==> config.mk <==
export PLATFORM = sky130hd
export DESIGN_NAME = osa_char_ram
export DESIGN_NICKNAME = d
export VERILOG_FILES = /design/src/osa_edit_distance_column_engine_core_defines.svh /design/src/osa_pkg.sv /design/src/osa_char_ram.sv
export SDC_FILE = /design/constraint.sdc
export NUM_CORES = 1
export LEC_CHECK = 0
export BUFFER_PORTS_ARGS = -buffer_cell sky130_fd_sc_hd__buf_4
export CAP_MARGIN = 20
export CORE_MARGIN = 3
export CORE_UTILIZATION = 55
export DETAILED_ROUTE_END_ITERATION = 8
export PLACE_DENSITY = 0.68
export RECOVER_POWER = 100
export SYNTH_ARGS = -nofsm -noshare
export SYNTH_HDL_FRONTEND = slang
export SYNTH_SLANG_ARGS = --single-unit
==> constraint.sdc <==
create_clock -name i_clk -period 4.28 [get_ports i_clk]
set_input_delay 0.642 -clock i_clk [delete_from_list [all_inputs] [get_ports i_clk]]
set_output_delay 0.642 -clock i_clk [all_outputs]
set_load 0.005 [all_outputs]
==> src/osa_edit_distance_column_engine_core_defines.svh <==
// Assertion macros for the edit distance column engine.
`ifndef OSA_EDIT_DISTANCE_COLUMN_ENGINE_CORE_DEFINES_SVH
`define OSA_EDIT_DISTANCE_COLUMN_ENGINE_CORE_DEFINES_SVH

// Same-cycle implication, checked after reset.
`define OSA_ASSERT_NOW(lbl, ante, cons, msg) \
    lbl: assert property (@(posedge i_clk) disable iff (!i_rst_n) \
        (ante) |-> (cons)) else $error(msg);

// Next-cycle implication, checked after reset.
`define OSA_ASSERT_NEXT(lbl, ante, cons, msg) \
    lbl: assert property (@(posedge i_clk) disable iff (!i_rst_n) \
        (ante) |=> (cons)) else $error(msg);

`endif

==> src/osa_pkg.sv <==
// Shared constants and helpers for the edit distance column engine.
`timescale 1ns / 1ps
`default_nettype none

package osa_pkg;

    localparam int CHW  = 16;
    localparam int OUTW = 6;

    localparam logic [1:0] OP_CLEAR  = 2'd0;
    localparam logic [1:0] OP_APPEND = 2'd1;
    localparam logic [1:0] OP_PUSH   = 2'd2;
    localparam logic [1:0] OP_POP    = 2'd3;

    localparam logic [1:0] ST_OK     = 2'd0;
    localparam logic [1:0] ST_CFULL  = 2'd1;
    localparam logic [1:0] ST_EMPTY  = 2'd2;
    localparam logic [1:0] ST_QUERY  = 2'd3;

    // Clamp a length or distance to the 6-bit output range.
    function automatic logic [OUTW-1:0] f_sat6(input logic [7:0] v);
        return (v > 8'd63) ? 6'd63 : v[OUTW-1:0];
    endfunction

endpackage

`default_nettype wire

==> src/osa_char_ram.sv <==
// Character store: one write port, one registered read port.
`timescale 1ns / 1ps
`default_nettype none

module osa_char_ram #(
    parameter int DEPTH = 32,
    parameter int AW    = 5
) (
    input  logic                    i_clk,
    input  logic                    i_we,
    input  logic [AW-1:0]           i_waddr,
    input  logic [osa_pkg::CHW-1:0] i_wdata,
    input  logic                    i_re,
    input  logic [AW-1:0]           i_raddr,
    output logic [osa_pkg::CHW-1:0] o_rdata
);
    logic [osa_pkg::CHW-1:0] mem [DEPTH];
    logic [osa_pkg::CHW-1:0] r_rdata;

    always_ff @(posedge i_clk) begin
        if (i_we) begin
            mem[i_waddr] <= i_wdata;
        end
        if (i_re) begin
            r_rdata <= mem[i_raddr];
        end
    end

    assign o_rdata = r_rdata;

endmodule

`default_nettype wire

==> results of run 1 <==
registers in the layout (all words and copies together), names as in the netlist:
signal / cells
mem: 512
o_rdata: 16
synthesized netlist by cell type, drive strengths merged:
master / n / area [µm²]
or3b: 3 / 26.28
a22oi: 64 / 480.5
buf: 55 / 495.5
nand3b: 5 / 37.54
a31oi: 16 / 100.1
a22o: 32 / 280.3
nor3: 16 / 80.08
nor2: 34 / 135.1
and2: 1 / 6.260
edfxtp: 528 / 15860
a21oi: 32 / 160.2
nand3: 34 / 170.2
nor2b: 2 / 12.51
or3: 1 / 6.260
nand4: 16 / 100.1
mux2i: 256 / 2562
nand2: 33 / 123.9
nand2b: 2 / 12.51
or2: 1 / 6.260
clkbuf: 12 / 45.04
per-layer routing:
metal,GRT usage,vias to the layer above
met5,0,-
met4,0.09692,0
met3,0.04716,91
met2,0.3784,462
met1,0.3350,5453
li1,-,4739
through the flow:
stage | utilization | std cells
6_report | 0.6220 | 1765
5_1_grt | 0.6220 | 1765
4_1_cts | 0.6278 | 1765
3_5_place_dp | 0.5847 | 1673
3_3_place_gp | 0.5847 | 1673
2_1_floorplan | - | 1143
worst paths after layout:
check                     end  cells after the start         from  slack [ns]
hold reg to reg   o_rdata[14]                      4  mem[10][14]        0.69
setup / recovery  o_rdata[12]                      7   i_raddr[2]        1.11
hold / removal     o_rdata[2]                      3   i_raddr[3]        0.66
setup reg to reg  o_rdata[14]                      5   mem[7][14]        2.66
report_power, final:
group          leakage [nW]  total (mW)  switching [mW]  internal, mW
Clock                 0.769        4.30            1.83          2.47
Combinational          2.31       0.554           0.380         0.174
Sequential             4.77        5.80          0.0233          5.78
cells by family after synthesis:
logic type | count (synthesis) | synth area share
AOI/OAI and AO/OA | 144 | 0.04933
DFF | 528 | 0.7661
and+or+nand+nor | 148 | 0.03464
muxes | 256 | 0.1238
buffers and inverters | 67 | 0.02612
cell type report:
cell class              instances  area share
flip-flops and latches        528      0.6913
multi-input cells             548      0.1882
well taps                     504     0.02750
repair buffers                 93     0.02362
clock inverters                26     0.01031
clock buffers                  66     0.05903
worst register-to-register path, stage by stage (launching register included):
cell and delay (ns):
edfxtp_1 0.36, mux2i_1 0.17, a22o_1 0.25, nor3_1 0.07, a31oi_1 0.39, nand3_1 0.12
==> results.json, run 1 <==
{
  "fin_crit_ns": 3.172,
  "p_leak_nw": 7.851,
  "placed_cell_area_um2": 21560,
  "fin_area_um2": 22930,
  "cts_tree": "done",
  "syn_area_per_cell_um2": 18.11,
  "grt_pass1_vias": 10510,
  "cts_max_level": 2,
  "grt-ovfl-total": 0,
  "regArea_um2": 15860,
  "vias": 10750,
  "pre_cts_slack_ns": 1.216,
  "top_level_ports": 45,
  "io_buffer_count": 44,
  "dr.pass1.iters": 5,
  "yosysSeqAreaShare": 0.7661,
  "clk_latency_ns": 0.59,
  "relSlewSlack": -0.2387,
  "fin_worst_skew_ns": 0.03281,
  "ant_nets": 0,
  "nFillCells": 2607,
  "yosys_register_bits": 528,
  "p_per_area_nw_per_um2": 464.7,
  "antenna_found_initial": 0,
  "critical_path_arrival_ns": 3.49,
  "status": "complete, but fails checks",
  "layout_commonest_cell": "edfxtp_1",
  "finalWirelength_mm": 47.25,
  "crit_top_cell": "buf_4",
  "std_cell_rows": 70,
  "routabilityCongestion": 0.8089,
  "drt_iter0_drc": 1024,
  "ctsLongestPathBuffers": 3,
  "postCtsSetupRepairBufs": 0,
  "route.met2.wl_mm": 22.58,
  "clk_pin_slew_worst_paths_ns": 0.06,
  "rsz0062_at_grt": "false",
  "critPathKind": "in2reg",
  "violations": "capacitance limit, slew limit",
  "startpoint_type": "input pin",
  "final_cell_mix": "528 x edfxtp_1, 256 x mux2i_1, 71 x clkbuf_1",
  "post-dp-hpwl_mm": 27.52,
  "chipHeight_um": 200.0,
  "top_layer": "met4",
  "cts_num_sinks": 528,
  "cp-end-kind": "register",
  "worstPathCellList": "buf_4, nor2b_4, clkbuf_1, buf_4, a22oi_1, a31oi_1, nand3_1",
  "cts_root_buf": "clkbuf_16",
  "netlist-cell-type-count": 25,
  "drc": 0,
  "setup_ws_ns": 1.108,
  "max_cap_violations": 16,
  "antenna_cells": 0,
  "cp_max_fo": 24,
  "grt_pass1_wl_mm": 69.03,
  "cts_buffers": 52,
  "worstPathBufferInverterCount": 3,
  "multi_input_area_um2": 4317,
  "cpPeakStageDelay_ns": 1.05,
  "synthCells": 1143,
  "cp.required_ns": 4.60,
  "ir_worst_vdd_mv": 0.4083,
  "wl_met3_mm": 3.698,
  "slowest_stage": "clkbuf_1",
  "p_total_mw": 10.66,
  "fmax_ghz": 0.3152,
  "dieWidth_um": 200.0,
  "critical_path.top_delay_family": "buffers and inverters",
  "core_area_um2": 36870,
  "met1_length_mm": 19.22,
  "hold_buffers": 0,
  "dieArea_um2": 39990,
  "grt_max_degree": 63,
  "hold_viol_final": 0,
  "vias_per_cell": 6.088,
  "fin_nets": 1252,
  "ctsResizeCount": 0,
  "syn_nets": 1172,
  "period_share": 0.7412,
  "grt_usage": 0.2400,
  "drv_slew": 528,
  "hp-class": "in2reg",
  "ys_warn_count": 0,
  "syn2layout_area_growth_pct": 10.82,
  "wl_per_cell_um": 26.77,
  "fin_tns_setup_ns": 0,
  "layout-drive-gt1-share": 0.08485,
  "setup-violations-final": 0,
  "syn_area_um2": 20700,
  "start_util": 0.5613,
  "worst_pin_slew_ns": 1.858,
  "holdWs_ns": 0.6578
}
(Power assumes the default switching activity.)
==> run 2, diff against run 1 <==
clock period = 3.1 ns   (was 4.28 ns; I/O delays follow)
==> results.json, run 2 (synthesis gave the netlist of run 1 again) <==
{
  "routabilityCongestion": 0.8262,
  "endpoint": "mem[20][11]",
  "drc": 0,
  "cts_max_level": 2,
  "io_buffer_count": 44,
  "rsz0062_at_grt": "false",
  "hold_buffers": 0,
  "antenna_cells": 0,
  "wl_per_cell_um": 26.10,
  "worstPathCellList": "clkbuf_1, or3b_2, nor2_1, clkbuf_1",
  "dr.pass1.iters": 7,
  "post-dp-hpwl_mm": 26.71,
  "regArea_um2": 15860,
  "largest_register": "mem",
  "hold_viol_final": 0,
  "cp-end-kind": "register",
  "ctsLongestPathBuffers": 3,
  "syn2layout_area_growth_pct": 11.22,
  "cts_num_sinks": 528,
  "setup-violations-final": 0,
  "cts_tree": "done",
  "fin_crit_ns": 2.409,
  "cts_root_buf": "clkbuf_16",
  "drt_iter0_drc": 991,
  "cp.required_ns": 3.28,
  "status": "complete, but fails checks",
  "startpoint_type": "input pin",
  "p_per_area_nw_per_um2": 627.4,
  "finalWirelength_mm": 46.56,
  "grt-ovfl-total": 0,
  "grt_usage": 0.2345,
  "ant_nets": 0,
  "chipHeight_um": 200.0,
  "cpPeakStageDelay_ns": 0.80,
  "clk_pin_slew_worst_paths_ns": 0.06,
  "drv_slew": 363,
  "p_leak_nw": 7.915,
  "r2r_cells": 5,
  "fmax_ghz": 0.4151,
  "layout_commonest_cell": "edfxtp_1",
  "core_area_um2": 36870,
  "max_cap_violations": 12,
  "r2r_slack_ns": 1.44,
  "fin_tns_setup_ns": 0,
  "grt_pass1_vias": 10500,
  "start_util": 0.5613,
  "hp-class": "in2reg",
  "critPathLaunch": "i_we",
  "nFillCells": 2659,
  "multi_input_area_um2": 4317,
  "cts_buffers": 52,
  "top_level_ports": 45,
  "grt_max_degree": 65,
  "period_share": 0.7771,
  "critical_path_arrival_ns": 2.59,
  "worstReg2RegStart": "mem[1][15]",
  "final_cell_mix": "528 x edfxtp_1, 256 x mux2i_1, 71 x clkbuf_1",
  "pre_cts_slack_ns": 0.6548,
  "antenna_found_initial": 2,
  "fin_worst_skew_ns": 0.01619,
  "cp_max_fo": 13,
  "largest_reg_flops": 512,
  "crit_top_cell": "clkbuf_1",
  "relSlewSlack": -0.1907,
  "postCtsSetupRepairBufs": 0,
  "worst_pin_slew_ns": 1.786,
  "critical_path.top_delay_family": "simple AND/OR/NAND/NOR gates",
  "cp.depth": 4,
  "ir_worst_vdd_mv": 0.5110,
  "clk_latency_ns": 0.57,
  "holdWs_ns": 0.4743,
  "grt_pass1_wl_mm": 68.00,
  "ctsResizeCount": 0,
  "vias": 10750,
  "layout-drive-gt1-share": 0.09688,
  "slowest_stage": "clkbuf_1",
  "vias_per_cell": 6.023,
  "worstPathBufferInverterCount": 2,
  "fin_nets": 1265,
  "violations": "capacitance limit, slew limit",
  "r2r_end": "o_rdata[15]",
  "setup_ws_ns": 0.6909,
  "critPathKind": "in2reg",
  "dieArea_um2": 39990,
  "dieWidth_um": 200.0,
  "std_cell_rows": 70
}
[run 2: changes by cell type in the layout (fill, tap and decap cells not counted), sizes merged]
cell / delta
clkinv: +9
clkinvlp: -1
buf: +12
clkbuf: +3
bufinv: -4
[run 2: how the worst min path moves through the flow]
stage | startpoint | to | slack [ns] | cells past startpoint
CTS | i_re | o_rdata[0] | 0.28 | 1
detailed placement | mem[16][4] | o_rdata[4] | 0.73 | 4
finish | i_raddr[3] | o_rdata[2] | 0.47 | 3
floorplan | i_wdata[0] | mem[0][0] | 0.56 | 0
global route | i_raddr[3] | o_rdata[11] | 0.48 | 3
global placement | mem[10][3] | o_rdata[3] | 0.71 | 4
[run 2: per-layer routing]
layer | wire length [µm] | vias up | part of all wire | track usage
met5 | 13 | - | 0.00028 | 0
met4 | 1058 | 2 | 0.023 | 0.06307
met3 | 3288 | 69 | 0.071 | 0.03357
met2 | 22300 | 416 | 0.48 | 0.3753
met1 | 19900 | 5496 | 0.43 | 0.3452
li1 | - | 4762 | - | -
[run 2: through the flow]
stage | util | total power [mW] | std cells | instance area (µm²)
after CTS | 0.6316 | 14.54 | 1784 | 23290
after detailed placement | 0.5904 | 8.945 | 1686 | 21770
final | 0.6243 | 14.44 | 1784 | 23020
after global placement | 0.5904 | 8.931 | 1686 | 21770
after global routing | 0.6243 | 14.88 | 1784 | 23020
after floorplan | - | 8.588 | 1143 | 20700
[run 2: final cells by class]
cell class | instances | area share
tap | 504 | 0.02740
timing repair buffer | 106 | 0.03022
sequential | 528 | 0.6888
multi-input combinational | 548 | 0.1875
clock buffer | 68 | 0.06006
clock inverter | 30 | 0.005979
[run 2: where the power goes]
| group | internal, mW | total, mW | switching, mW |
|---|---|---|---|
| Clock | 3.13 | 5.66 | 2.53 |
| Combinational | 0.259 | 0.772 | 0.513 |
| Sequential | 7.98 | 8.01 | 0.0319 |
[run 2: worst reg2reg max path, stage by stage (launching register included)]
cell	delay, ns
edfxtp_1	0.37
mux2i_1	0.16
a22o_1	0.16
nor3_1	0.10
a31oi_1	0.45
nand3_1	0.14
==> run 3, diff against run 2 <==
clock period = 2.25 ns   (was 3.1 ns; I/O delays follow)
==> results.json, run 3 (synthesis gave the netlist of run 1 again) <==
{
  "status": "complete, but fails checks",
  "violations": "capacitance limit, slew limit",
  "rsz0062_at_grt": "false",
  "fmax_ghz": 0.5102,
  "dieWidth_um": 200.0,
  "cts_tree": "done",
  "fin_util": 0.6401,
  "post-dp-hpwl_mm": 28.52,
  "pre_cts_slack_ns": 0.08918,
  "layout-drive-gt1-share": 0.1232,
  "max_cap_violations": 14,
  "top_level_ports": 45,
  "fin_tns_setup_ns": 0,
  "p_leak_nw": 8.217,
  "core_area_um2": 36870,
  "cts_buffers": 53,
  "postCtsSetupRepairBufs": 0,
  "fin_worst_skew_ns": 0.02532,
  "layout_commonest_cell": "edfxtp_1",
  "clk_pin_slew_worst_paths_ns": 0.06,
  "start_util": 0.5613,
  "grt-ovfl-total": 0,
  "setup_ws_ns": 0.2901,
  "antenna_cells": 0,
  "hold_buffers": 0,
  "cp.required_ns": 2.58,
  "cts_num_sinks": 528,
  "dieArea_um2": 39990,
  "wl_per_cell_um": 26.14,
  "finalWirelength_mm": 47.35,
  "cts_root_buf": "clkbuf_16",
  "clk_latency_ns": 0.59,
  "hp-class": "in2reg",
  "critPathKind": "in2reg",
  "drv_slew": 396,
  "grt_max_degree": 41,
  "ctsLongestPathBuffers": 3,
  "final_cell_mix": "528 x edfxtp_1, 256 x mux2i_1, 66 x clkbuf_1",
  "dr.pass1.iters": 5,
  "grt_pass1_wl_mm": 68.93,
  "drc": 0,
  "std_cell_rows": 70,
  "io_buffer_count": 44,
  "worst_pin_slew_ns": 1.688,
  "critical_path_arrival_ns": 2.29,
  "vias_per_cell": 6.059,
  "r2r_slack_ns": 0.55,
  "cts_max_level": 2,
  "hold_viol_final": 0,
  "ant_nets": 0,
  "grt_usage": 0.2394,
  "chipHeight_um": 200.0,
  "ir_worst_vdd_mv": 0.6590,
  "period_share": 0.8711,
  "setup-violations-final": 0,
  "largest_register": "mem",
  "syn2layout_area_growth_pct": 14.05,
  "cp-end-kind": "register",
  "holdWs_ns": 0.3197,
  "grt_pass1_vias": 10880,
  "vias": 10970,
  "fin_nets": 1294,
  "drt_iter0_drc": 1007,
  "largest_reg_flops": 512,
  "nFillCells": 2586,
  "routabilityCongestion": 0.8145,
  "cp_max_fo": 40,
  "antenna_found_initial": 0,
  "ctsResizeCount": 0,
  "fin_crit_ns": 1.960,
  "p_per_area_nw_per_um2": 891.8,
  "relSlewSlack": -0.1255,
  "startpoint_type": "input pin"
}
[run 3: where the power goes]
group / internal [mW] / switching [mW] / leakage (nW) / total, mW
registers: 11.0 / 0.0459 / 4.77 / 11.0
clock network: 5.35 / 3.53 / 0.863 / 8.88
logic: 0.409 / 0.723 / 2.58 / 1.13
[run 3: layout make-up]
| cell class | instances | area, µm² | share of cell area |
|---|---|---|---|
| clock buffers | 64 | 1368 | 0.05794 |
| clock inverters | 33 | 391.6 | 0.01659 |
| multi-input cells | 548 | 4317 | 0.1829 |
| flip-flops and latches | 528 | 15860 | 0.6717 |
| well taps | 504 | 630.6 | 0.02672 |
| repair buffers | 134 | 1042 | 0.04416 |
[run 3: stage by stage]
stage | instance area (µm²) | std cells | total power [mW]
3_5_place_dp | 22090 | 1714 | 12.40
4_1_cts | 23850 | 1811 | 21.21
2_1_floorplan | 20700 | 1143 | 11.83
3_3_place_gp | 22090 | 1714 | 12.37
6_report | 23600 | 1811 | 21.05
5_1_grt | 23600 | 1811 | 21.64
[run 3: final timing paths]
check,from,to,cells past startpoint
worst max-delay path,i_raddr[0],o_rdata[1],8
worst min-delay path,i_waddr[4],mem[23][1],3
worst max register to register,mem[7][11],o_rdata[11],5
worst min register to register,mem[17][9],o_rdata[9],4
[run 3: critical path, cell delays in order]
cell and delay (ns):
buf_8 0.12, buf_12 0.18, clkbuf_4 0.67, buf_4 0.31
mux2i_1 0.28, nand2_1 0.09, nand3_1 0.16, nand3_1 0.10
[run 3: per-layer routing]
metal | GRT usage | part of all wire | vias to the layer above
met4 | 0.08038 | 0.028 | 0
met5 | 0 | 0 | -
met3 | 0.04683 | 0.078 | 81
li1 | - | - | 4822
met2 | 0.3951 | 0.49 | 443
met1 | 0.3253 | 0.41 | 5627
